<file path="src/sv/glct_pkg.sv">
// ----------------------------------------------------------------------------
// glct_pkg
// Shared types and constants for the grid line cell traversal block.
// ----------------------------------------------------------------------------
package glct_pkg;

   localparam int MAX_CELLS  = 64;
   localparam int COORD_BITS = 16;
   localparam int CELL_BITS  = 16;
   localparam int SIZE_BITS  = 15;
   // internal cell index: one sign bit and headroom over the coordinate range
   localparam int IDX_W      = COORD_BITS + 2;
   // crossing products: distance times extent, grown by up to MAX_CELLS steps
   localparam int PROD_W     = 2 * COORD_BITS + $clog2(MAX_CELLS) + 2;
   localparam int CNT_W      = $clog2(MAX_CELLS);
   localparam int DIV_CNT_W  = $clog2(COORD_BITS + 1);

   localparam logic [SIZE_BITS-1:0] CELL_SIZE_RESET = SIZE_BITS'(256);

   typedef struct packed {
      logic signed [COORD_BITS-1:0] start_x;
      logic signed [COORD_BITS-1:0] start_y;
      logic signed [COORD_BITS-1:0] end_x;
      logic signed [COORD_BITS-1:0] end_y;
   } req_data_type;

   typedef struct packed {
      logic signed [CELL_BITS-1:0] cell_x;
      logic signed [CELL_BITS-1:0] cell_y;
      logic                        last;
      logic                        overflow;
   } rsp_data_type;

   typedef struct packed {
      logic signed [IDX_W-1:0] cx;
      logic signed [IDX_W-1:0] cy;
      logic signed [IDX_W-1:0] ex;
      logic signed [IDX_W-1:0] ey;
      logic [PROD_W-1:0]       tx;
      logic [PROD_W-1:0]       ty;
      logic [PROD_W-1:0]       dtx;
      logic [PROD_W-1:0]       dty;
      logic                    sx_neg;
      logic                    sy_neg;
   } job_type;

   typedef struct packed {
      logic push;
      logic pop;
      logic full;
      logic empty;
   } queue_ctl_type;

endpackage

</file>
<file path="src/sv/glct_div.sv">
// ----------------------------------------------------------------------------
// glct_div
// Bit-serial floor division of a signed coordinate by the cell size.
// ----------------------------------------------------------------------------
module glct_div
   import glct_pkg::*;
(
   input  logic                         clock,
   input  logic                         reset,
   input  logic                         start,
   input  logic signed [COORD_BITS-1:0] dividend,
   input  logic [SIZE_BITS-1:0]         divisor,
   output logic                         idle,
   output logic signed [IDX_W-1:0]      quotient,
   output logic [COORD_BITS-1:0]        remainder
);

   logic [DIV_CNT_W-1:0]  cnt_ff, cnt_in;
   logic [COORD_BITS-1:0] quo_ff, quo_in;
   logic [COORD_BITS-1:0] rem_ff, rem_in;
   logic                  neg_ff, neg_in;
   logic [COORD_BITS-1:0] rem_shift;
   logic                  ge;
   logic [IDX_W-1:0]      q_wide;

   always_comb begin
      cnt_in    = cnt_ff;
      quo_in    = quo_ff;
      rem_in    = rem_ff;
      neg_in    = neg_ff;
      rem_shift = {rem_ff[COORD_BITS-2:0], quo_ff[COORD_BITS-1]};
      ge        = rem_shift >= COORD_BITS'(divisor);
      if (start) begin
         cnt_in = DIV_CNT_W'(COORD_BITS);
         neg_in = dividend[COORD_BITS-1];
         quo_in = dividend[COORD_BITS-1] ? COORD_BITS'(-dividend) : COORD_BITS'(dividend);
         rem_in = '0;
      end else if (cnt_ff != '0) begin
         cnt_in = cnt_ff - 1'b1;
         rem_in = ge ? rem_shift - COORD_BITS'(divisor) : rem_shift;
         quo_in = {quo_ff[COORD_BITS-2:0], ge};
      end
   end

   always_ff @(posedge clock) begin
      if (reset) begin
         cnt_ff <= '0;
      end else begin
         cnt_ff <= cnt_in;
      end
      quo_ff <= quo_in;
      rem_ff <= rem_in;
      neg_ff <= neg_in;
   end

   // floor fixup for negative dividends
   always_comb begin
      q_wide = IDX_W'(quo_ff);
      if (neg_ff) begin
         quotient  = (rem_ff != '0) ? $signed(-q_wide - 1'b1) : $signed(-q_wide);
         remainder = (rem_ff != '0) ? COORD_BITS'(divisor) - rem_ff : '0;
      end else begin
         quotient  = $signed(q_wide);
         remainder = rem_ff;
      end
   end

   assign idle = (cnt_ff == '0);

endmodule

</file>
<file path="src/sv/glct_front.sv">
// ----------------------------------------------------------------------------
// glct_front
// Accepts a segment, finds start and end cells and the crossing products.
// ----------------------------------------------------------------------------
module glct_front
   import glct_pkg::*;
(
   input  logic                 clock,
   input  logic                 reset,
   input  logic                 start,
   input  req_data_type         req_data,
   input  logic [SIZE_BITS-1:0] cell_size,
   output logic                 busy,
   input  logic                 queue_full,
   output logic                 push,
   output job_type              job
);

   typedef enum logic [1:0] {F_IDLE, F_DIV, F_MUL, F_PUSH} state_type;

   state_type               state_ff;
   logic [SIZE_BITS-1:0]    s_ff;
   logic [COORD_BITS-1:0]   ax_ff, ay_ff, bx_ff, by_ff;
   logic                    dx_pos_ff, dy_pos_ff, dx_neg_ff, dy_neg_ff;
   job_type                 job_ff;
   logic                    accept;
   logic [SIZE_BITS-1:0]    s_eff;
   logic signed [COORD_BITS:0] dx, dy;
   logic                    idle_x0, idle_y0, idle_x1, idle_y1;
   logic signed [IDX_W-1:0] q_x0, q_y0, q_x1, q_y1;
   logic [COORD_BITS-1:0]   r_x0, r_y0, r_x1, r_y1;

   assign accept = start && (state_ff == F_IDLE);
   assign s_eff  = (cell_size == '0) ? SIZE_BITS'(1) : cell_size;
   assign dx = {req_data.end_x[COORD_BITS-1], req_data.end_x}
             - {req_data.start_x[COORD_BITS-1], req_data.start_x};
   assign dy = {req_data.end_y[COORD_BITS-1], req_data.end_y}
             - {req_data.start_y[COORD_BITS-1], req_data.start_y};

   glct_div u_div_x0 (.clock, .reset, .start(accept), .dividend(req_data.start_x),
                      .divisor(s_eff), .idle(idle_x0), .quotient(q_x0), .remainder(r_x0));
   glct_div u_div_y0 (.clock, .reset, .start(accept), .dividend(req_data.start_y),
                      .divisor(s_eff), .idle(idle_y0), .quotient(q_y0), .remainder(r_y0));
   glct_div u_div_x1 (.clock, .reset, .start(accept), .dividend(req_data.end_x),
                      .divisor(s_eff), .idle(idle_x1), .quotient(q_x1), .remainder(r_x1));
   glct_div u_div_y1 (.clock, .reset, .start(accept), .dividend(req_data.end_y),
                      .divisor(s_eff), .idle(idle_y1), .quotient(q_y1), .remainder(r_y1));

   always_ff @(posedge clock) begin
      if (reset) begin
         state_ff <= F_IDLE;
      end else begin
         case (state_ff)
            F_IDLE: if (accept) state_ff <= F_DIV;
            F_DIV:  if (idle_x0 && idle_y0 && idle_x1 && idle_y1) state_ff <= F_MUL;
            F_MUL:  state_ff <= F_PUSH;
            F_PUSH: if (!queue_full) state_ff <= F_IDLE;
            default: state_ff <= F_IDLE;
         endcase
      end
      if (accept) begin
         s_ff      <= s_eff;
         dx_pos_ff <= (dx > 0);
         dy_pos_ff <= (dy > 0);
         dx_neg_ff <= !(dx > 0);
         dy_neg_ff <= !(dy > 0);
         ax_ff     <= dx[COORD_BITS] ? COORD_BITS'(-dx) : COORD_BITS'(dx);
         ay_ff     <= dy[COORD_BITS] ? COORD_BITS'(-dy) : COORD_BITS'(dy);
      end
      if (state_ff == F_DIV) begin
         // distance from start point to the first grid line in each direction
         bx_ff     <= dx_pos_ff ? COORD_BITS'(s_ff) - r_x0 : r_x0;
         by_ff     <= dy_pos_ff ? COORD_BITS'(s_ff) - r_y0 : r_y0;
         job_ff.cx <= q_x0;
         job_ff.cy <= q_y0;
         job_ff.ex <= q_x1;
         job_ff.ey <= q_y1;
         job_ff.sx_neg <= dx_neg_ff;
         job_ff.sy_neg <= dy_neg_ff;
      end
      if (state_ff == F_MUL) begin
         job_ff.tx  <= PROD_W'(bx_ff * ay_ff);
         job_ff.ty  <= PROD_W'(by_ff * ax_ff);
         job_ff.dtx <= PROD_W'(COORD_BITS'(s_ff) * ay_ff);
         job_ff.dty <= PROD_W'(COORD_BITS'(s_ff) * ax_ff);
      end
   end

   assign busy = (state_ff != F_IDLE);
   assign push = (state_ff == F_PUSH) && !queue_full;
   assign job  = job_ff;

endmodule

</file>
<file path="src/sv/glct_queue.sv">
// ----------------------------------------------------------------------------
// glct_queue
// Two-entry job queue between the setup front and the walking back.
// ----------------------------------------------------------------------------
module glct_queue
   import glct_pkg::*;
(
   input  logic          clock,
   input  logic          reset,
   input  queue_ctl_type ctl_in,
   output queue_ctl_type ctl_out,
   input  job_type       wr_job,
   output job_type       rd_job
);

   job_type     entry_ff [2];
   logic        wr_ptr_ff, rd_ptr_ff;
   logic [1:0]  count_ff;
   logic        do_push, do_pop;

   assign do_push = ctl_in.push && (count_ff != 2'd2);
   assign do_pop  = ctl_in.pop && (count_ff != 2'd0);

   always_ff @(posedge clock) begin
      if (reset) begin
         wr_ptr_ff <= 1'b0;
         rd_ptr_ff <= 1'b0;
         count_ff  <= '0;
      end else begin
         if (do_push) wr_ptr_ff <= !wr_ptr_ff;
         if (do_pop)  rd_ptr_ff <= !rd_ptr_ff;
         count_ff <= count_ff + {1'b0, do_push} - {1'b0, do_pop};
      end
      if (do_push) entry_ff[wr_ptr_ff] <= wr_job;
   end

   assign rd_job        = entry_ff[rd_ptr_ff];
   assign ctl_out.push  = do_push;
   assign ctl_out.pop   = do_pop;
   assign ctl_out.full  = (count_ff == 2'd2);
   assign ctl_out.empty = (count_ff == 2'd0);

endmodule

</file>
<file path="src/sv/glct_back.sv">
// ----------------------------------------------------------------------------
// glct_back
// Walks one job cell by cell and drives the result strobe.
// ----------------------------------------------------------------------------
module glct_back
   import glct_pkg::*;
(
   input  logic         clock,
   input  logic         reset,
   input  logic         queue_empty,
   output logic         pop,
   input  job_type      job,
   output logic         rsp_valid,
   output rsp_data_type rsp_data
);

   typedef enum logic {B_IDLE, B_WALK} state_type;

   state_type               state_ff;
   job_type                 cur_ff;
   logic [CNT_W-1:0]        n_ff;
   logic                    rsp_valid_ff;
   rsp_data_type            rsp_data_ff;
   logic                    at_end, cut, step_x, x_free, y_free;

   assign pop    = (state_ff == B_IDLE) && !queue_empty;
   assign x_free = (cur_ff.cx != cur_ff.ex);
   assign y_free = (cur_ff.cy != cur_ff.ey);
   assign at_end = !x_free && !y_free;
   assign cut    = (n_ff == CNT_W'(MAX_CELLS - 1));

   // ties step y
   always_comb begin
      if (!y_free)      step_x = 1'b1;
      else if (!x_free) step_x = 1'b0;
      else              step_x = cur_ff.tx < cur_ff.ty;
   end

   always_ff @(posedge clock) begin
      if (reset) begin
         state_ff     <= B_IDLE;
         rsp_valid_ff <= 1'b0;
      end else begin
         rsp_valid_ff <= (state_ff == B_WALK);
         case (state_ff)
            B_IDLE: if (pop) state_ff <= B_WALK;
            B_WALK: if (at_end || cut) state_ff <= B_IDLE;
            default: state_ff <= B_IDLE;
         endcase
      end
      if (pop) begin
         cur_ff <= job;
         n_ff   <= '0;
      end else if (state_ff == B_WALK) begin
         n_ff <= n_ff + 1'b1;
         if (step_x) begin
            cur_ff.cx <= cur_ff.sx_neg ? cur_ff.cx - 1'b1 : cur_ff.cx + 1'b1;
            cur_ff.tx <= cur_ff.tx + cur_ff.dtx;
         end else begin
            cur_ff.cy <= cur_ff.sy_neg ? cur_ff.cy - 1'b1 : cur_ff.cy + 1'b1;
            cur_ff.ty <= cur_ff.ty + cur_ff.dty;
         end
      end
      rsp_data_ff.cell_x   <= cur_ff.cx[CELL_BITS-1:0];
      rsp_data_ff.cell_y   <= cur_ff.cy[CELL_BITS-1:0];
      rsp_data_ff.last     <= at_end || cut;
      rsp_data_ff.overflow <= cut && !at_end;
   end

   assign rsp_valid = rsp_valid_ff;
   assign rsp_data  = rsp_data_ff;

`ifndef NO_ASSERTIONS
   a_ovf_last: assert property (@(posedge clock) disable iff (reset)
      rsp_valid && rsp_data.overflow |-> rsp_data.last)
      else $error("overflow without last");
   a_last_idle: assert property (@(posedge clock) disable iff (reset)
      rsp_valid && rsp_data.last |-> state_ff == B_IDLE)
      else $error("walk continues past last cell");
   a_no_pop_walk: assert property (@(posedge clock) disable iff (reset)
      state_ff == B_WALK |-> !pop)
      else $error("pop while walking");
`endif

endmodule

</file>
<file path="src/sv/grid_line_cell_traversal.sv">
// ----------------------------------------------------------------------------
// grid_line_cell_traversal
// Emits every grid cell a line segment passes through, start to end.
// ----------------------------------------------------------------------------
//  channel  ports                          transfer
//  req      start, busy, req_data          start high and busy low at an edge
//  rsp      rsp_valid, rsp_data            one cycle per cell, no back pressure
//  csr      csr_psel .. csr_prdata         APB read and write, pready always high
//
// After a transfer busy stays high through F_DIV, where the serial dividers
// step once per quotient bit, F_MUL to multiply and F_PUSH to push the job;
// F_PUSH waits while the queue is full. The first cell strobes once the walker
// has popped the job into B_WALK, through the registered rsp_valid; then one
// cell per cycle (up to 64), with B_IDLE between segments. The 2-entry job
// queue lets the front set up the next segment while the back still walks.
// Reset is synchronous; cell_size returns to 256 and the queue empties.
// ----------------------------------------------------------------------------
module grid_line_cell_traversal
   import glct_pkg::*;
(
   input  logic         clock,
   input  logic         reset,
   input  logic         start,
   output logic         busy,
   input  req_data_type req_data,
   output logic         rsp_valid,
   output rsp_data_type rsp_data,
   input  logic         csr_psel,
   input  logic         csr_penable,
   input  logic         csr_pwrite,
   input  logic [2:0]   csr_paddr,
   input  logic [31:0]  csr_pwdata,
   output logic [31:0]  csr_prdata,
   output logic         csr_pready
);

   logic [SIZE_BITS-1:0] cell_size_ff;
   queue_ctl_type        q_in, q_out;
   job_type              front_job, back_job;
   logic                 front_push, back_pop;

   // hold cell size; addresses 0 to 3 alias the one register, 4 to 7 drop the write
   always_ff @(posedge clock) begin
      if (reset) begin
         cell_size_ff <= CELL_SIZE_RESET;
      end else if (csr_psel && csr_penable && csr_pwrite && !csr_paddr[2]) begin
         cell_size_ff <= csr_pwdata[SIZE_BITS-1:0];
      end
   end

   assign csr_pready = 1'b1;
   assign csr_prdata = csr_paddr[2] ? 32'd0 : 32'(cell_size_ff);

   glct_front u_front (
      .clock, .reset, .start, .req_data,
      .cell_size(cell_size_ff), .busy,
      .queue_full(q_out.full), .push(front_push), .job(front_job)
   );

   assign q_in.push  = front_push;
   assign q_in.pop   = back_pop;
   assign q_in.full  = 1'b0;
   assign q_in.empty = 1'b0;

   glct_queue u_queue (
      .clock, .reset, .ctl_in(q_in), .ctl_out(q_out),
      .wr_job(front_job), .rd_job(back_job)
   );

   glct_back u_back (
      .clock, .reset, .queue_empty(q_out.empty), .pop(back_pop),
      .job(back_job), .rsp_valid, .rsp_data
   );

endmodule
</file>
<file path="config.mk">
export PLATFORM = sky130hd
export DESIGN_NAME = grid_line_cell_traversal
export DESIGN_NICKNAME = d
export VERILOG_FILES = /design/src/sv/glct_pkg.sv /design/src/sv/glct_div.sv /design/src/sv/glct_front.sv /design/src/sv/glct_queue.sv /design/src/sv/glct_back.sv /design/src/sv/grid_line_cell_traversal.sv
export SDC_FILE = /design/constraint.sdc
export NUM_CORES = 2
export LEC_CHECK = 0
export BUFFER_PORTS_ARGS = -buffer_cell sky130_fd_sc_hd__clkbuf_2
export CAP_MARGIN = 15
export CORE_ASPECT_RATIO = 0.8
export CORE_MARGIN = 1
export CORE_UTILIZATION = 39
export CTS_BUF_LIST = sky130_fd_sc_hd__clkbuf_4 sky130_fd_sc_hd__clkbuf_8
export DETAILED_ROUTE_END_ITERATION = 7
export PLACE_DENSITY = 0.63
export SLEW_MARGIN = 20
export SYNTH_ARGS = -nofsm -noshare
export SYNTH_HDL_FRONTEND = slang
export SYNTH_SLANG_ARGS = --single-unit
</file>
<file path="constraint.sdc">
create_clock -name clock -period 23.3 [get_ports clock]
set_input_delay 6.99 -clock clock [delete_from_list [all_inputs] [get_ports clock]]
set_output_delay 6.99 -clock clock [all_outputs]
set_load 0.01 [all_outputs]
</file>
# After elaboration in Yosys (flattened, before gate mapping)
# Memory sizes are Yosys's and may differ from the RTL's. A register that Yosys moved wholly into a read port is not among the register bits.
# Index checks and enable logic that the tools add are counted.
dict set report classes {
  n_addsub 37
  n_mul 4
  order_cmp 7
  n_eq_ne 12
  n_mux 65
  n_bitwise 1
  n_reduce_logical 51
}
# op count
set ops {}
lappend ops {{$mux W16} 28}
lappend ops {{$mux W80} 2}
lappend ops {{$mux W18} 8}
lappend ops {{$sub A18 B1 Y18 const B} 6}
lappend ops {{$neg A16 Y16} 6}
lappend ops {{$add A40 B40 Y40} 2}
lappend ops {{$mux W40} 2}
lappend ops {{$mux W36} 2}
lappend ops {{$neg A16 Y18} 4}
lappend ops {{$ge A16 B15 Y1} 4}
lappend ops {{$mul A16 B16 Y32} 2}
lappend ops {{$reduce_bool A16 Y1} 4}
lappend ops {{$sub A15 B16 Y16} 4}
lappend ops {{$sub A16 B15 Y16} 4}
lappend ops {{$mul A15 B16 Y31} 2}
lappend ops {{$lt A40 B40 Y1} 1}
lappend ops {{$mux W5} 8}
lappend ops {{$add A18 B1 Y18 const B} 2}
lappend ops {{$ne A18 B18 Y1} 2}
lappend ops {{$gt A17 B1 Y1 const B} 2}
lappend ops {{$sub A16 B16 Y17} 2}
lappend ops {{$mux W15} 2}
lappend ops {{$logic_not A5 Y1} 4}
lappend ops {{$reduce_bool A5 Y1} 4}
lappend ops {{23 further kinds} 70}
dict set report totals {
  reg_bits 732
  ram_bits 400
  input_bits 105
  wordCells 243
  n_memories 1
}
# name words word_bits rd rd_clocked_by_memory_dff wr line_no
set memory_table {}
lappend memory_table {u_queue.entry_ff 2 200 1 1 1 glct_queue.sv:16} ;# job_type entry_ff [2];

# Depth between registers and ports, before layout
dict set report logic_depth {
  depth_word 7
  mapped_depth 24
  ltp_nobuf 23
}

# Modules after synthesis
# Synthesis repeated with hierarchy kept, for this count alone.
dict set report unflattened {
  hier_cells 9791
  hier_area_um2 100393.8
}
# mod instances cells_per_inst area_per_inst_um2 seq_area_each_um2
set modules_own_cells {}
lappend modules_own_cells {glct_front 1 4840 46135.5 8538.2}
lappend modules_own_cells {glct_div 4 622 4733.3 930.9}
lappend modules_own_cells {glct_queue 1 758 17787.1 14153.6}
lappend modules_own_cells {glct_back 1 1603 16599.7 7867.5}
lappend modules_own_cells {grid_line_cell_traversal 1 102 938.4 300.3}

# Worst setup path before layout
# Ideal clock, no wire load.
dict set report synth_path {
  path_kind {in2out}
  start {in csr_paddr[2]}
  end {out csr_prdata[10]}
  t_arrival_ns 7.590
  path_slack_ns 8.720
  path_stages 3
  path_buffers 2
  path_cell_list {clkbuf_1 clkbuf_1 nor2_1}
}
dict set report synth_via {
  elab_chain_cells 1
}
# element line_no
set synth_rtl {}
lappend synth_rtl {{from (decl)} grid_line_cell_traversal.sv:31} ;# input logic [2:0] csr_paddr,
lappend synth_rtl {{$mux W15} grid_line_cell_traversal.sv:52} ;# assign csr_prdata = csr_paddr[2] ? 32'd0 : 32'(cell_size_ff);
lappend synth_rtl {{to (decl)} grid_line_cell_traversal.sv:33} ;# output logic [31:0] csr_prdata,
# Every way passes these cells.

# Worst setup path after layout
dict set report layout_path {
  start {in csr_paddr[2]}
  end {out csr_prdata[0]}
}
# Same word-level chain as after synthesis.

==> results by group <==
Die
  – Core Region: 0.230 mm²
  – Top-Level Pins: 174
  – Die height: 433 µm
  – Initial core utilization: 39.4%
  – Die footprint: 0.234 mm²
  – Die W: 541 µm
  – Row cnt: 157

Min path
  – Hold Path Stages: 0
  – WHS Endpoint: u_queue.entry_ff[1][89]
  – Hold Crit Start: u_front.job[107]
  – Hold WC Path Type: register to register

Clock network
  – Post-CTS setup buffers: 0
  – Clock Latency Late Sink: 950 ps
  – # resized after CTS: 0
  – Hold Buf Count CTS: 0
  – Clock sink count: 1,115
  – CTS root buffer: clkbuf_8
  – Clk buf depth: 4
  – H-tree levels: 4
  – CTS Buf Count: 187
  – CTS tree: built
  – Clock slew at reported path FFs: 60 ps

Yosys
  – #FFs+latches synth: 1,115
  – Adder-Cell Fraction of Synth Area: 26.6%
  – Largest family of logic cells by synthesized area: adder cells
  – Netlist Area Pre-Place: 0.0906 mm²
  – Post-synth ARST share: 0%
  – Synth top area share: 32.1%
  – Post-synthesis sequential area ratio: 35.3%
  – Simple-gate share of the synthesized area: 13.7%
  – Synth area leader: edfxtp_1
  – Syn. warnings: 0
  – Main synth FF type: edfxtp_1
  – Post-synthesis mux area share: 2.84%
  – Synth Instances: 8,837
  – Ranking of synthesized cells by area: edfxtp_1 32%, fa_1 17%, ha_1 9.8%
  – Post-synth EDFFs: 967
  – Mean Syn Cell Area: 10.2 µm²
  – Post-synthesis cell type count: 88
  – Xor and xnor area share after synthesis: 5.02%
  – Synth Area in Compound Gates: 10.0%

STA
  – Hold slack final: 355 ps
  – Crit path time final: 14,500 ps
  – Setup Viol. Count Final: 0
  – Achievable Freq: 69.0 MHz
  – Tcrit/Tclk final: 62.2%
  – Slew of the pin with the lowest slew margin: 1160 ps
  – Max_slew headroom: 22.1%
  – TNS Setup: 0 ps
  – RSZ-0062 raised after global routing: no
  – Final Hold Viols: 0
  – Fin. max-slew vios: 0
  – Worst Skew: 154 ps

Detailed routing
  – DRC viols: 0
  – Avg WL per Cell: 19.8 µm
  – Antenna-violating nets left: 0
  – Via-to-Cell Ratio: 5.35
  – Drt pass-1 iters: 6
  – Total number of vias: 64,500
  – Routed WL: 238,000 µm
  – Iteration-0 DRC Markers: 5,081

Finish
  – Most common cell after layout, fill and taps aside: inv_1
  – Share of cells above drive strength 1: 7.90%
  – Area Overhead vs Synth: 8.50%
  – Commonest cells after routing, fill and taps aside: 1,151 x inv_1, 967 x edfxtp_1, 895 x nand2_1
  – Finished Cell Area: 0.0983 mm²
  – Filler Cell Count: 21,700
  – Fin nets: 10,500
  – Post-Route Utilization: 42.8%

Worst setup path
  – Reg2Reg Setup Slack: 15,550 ps
  – Critical-path maximum fanout: 17
  – Worst EP required: 16,310 ps
  – FF-to-FF Start: u_front.by_ff[7]
  – CP Launch Type: primary input
  – FF-to-FF path depth: 22
  – Setup CP Type: primary input to output port
  – Crit end category: output port
  – RR Endpoint: u_front.job[111]
  – CP arrival: 7510 ps
  – Crit path from: csr_paddr[2]

GRT
  – Vias in the first global route: 65,300
  – Total congestion overflow: 0
  – Global-route wire length before repair: 374,000 µm
  – Initial antenna violation count: 18
  – Tot GR Track Use: 20.5%
  – Largest net degree at the start of global routing: 82

Place
  – Post-DP HPWL: 177,000 µm
  – IO buf count: 136
  – GPL Wtd Cong: 0.920
  – Placed cell areas: 0.0944 mm²

Flow run
  – Max Cap Viol: 0

Status
  – Outcome: complete, no violations
area by class of cell:
type | instances | area, µm² | area share [%]
antenna | 9 | 22.5 | 0.0229
clock inverter | 79 | 702 | 0.714
sequential | 1115 | 32000 | 32.6
tap | 3021 | 3780 | 3.85
multi-input combinational | 6196 | 52900 | 53.8
clock buffer | 250 | 3120 | 3.18
timing repair buffer | 231 | 1400 | 1.42
inverter | 1156 | 4350 | 4.43
registers in the layout, indices dropped and copies added, names as in the netlist, 16 cells and up, named ones only:
register and cells:
u_front.u_div_x0.rem_ff 16, u_front.u_div_x0.quo_ff 16, u_back.rsp_data 34, u_front.u_div_x1.rem_ff 16, u_front.u_div_y1.rem_ff 16, u_front.ax_ff 16
u_front.bx_ff 16, u_front.u_div_x1.quo_ff 16, u_front.u_div_y0.quo_ff 16, u_front.u_div_y0.rem_ff 16, u_front.ay_ff 16, u_front.by_ff 16
u_back.cur_ff 216, u_front.u_div_y1.quo_ff 16, u_queue.entry_ff 400, u_front.job 200
cell families (layout without fill, tap and decap cells):
kind of cell	count (synthesis)	after routing
compound gates	1447	1447
xor+xnor	519	519
fa+ha+maj	1471	1471
buf+inv	1542	1716
flops	1115	1115
mux	243	243
other cells	2	27
simple gates	2498	2498
metrics by stage:
stage          setup slack [ps]  std cells
2_1_floorplan              8720       8853
3_3_place_gp               8830      11700
3_5_place_dp               8790      11700
4_1_cts                    8790      12000
5_1_grt                    8740      12100
6_report                   8800      12100
cells in the mapped netlist, types with 144 or more instances:
master / number
clkbuf_1: 336
dfxtp_1: 148
o21ai_0: 377
xor2_1: 158
nand2_1: 896
xnor2_1: 361
edfxtp_1: 967
nor2_1: 366
and2_1: 530
nor3_1: 144
inv_1: 1151
fa_1: 762
ha_1: 709
a21oi_1: 411
worst max path at each step:
stage,slack [ps],end
finish,8800,csr_prdata[0]
global placement,8830,csr_prdata[0]
detailed placement,8790,csr_prdata[11]
global route,8740,csr_prdata[0]
CTS,8790,csr_prdata[11]
floorplan,8720,csr_prdata[10]
critical path, stage by stage:
cell,delay (ps)
clkbuf_2,200
nor2b_1,170
clkbuf_2,150
per-layer routing:
metal  up-vias  GRT usage, %  share of wire (%)
li1      30000             -                  -
met4         2          5.12                2.3
met2      2128          30.8                 43
met5         -             0             0.0046
met3       323          3.86                7.8
met1     32000          30.1                 47
Power is left out: the tool's default activity adds up to more than one toggle a clock period on the data nets, which glitch-free logic cannot reach.
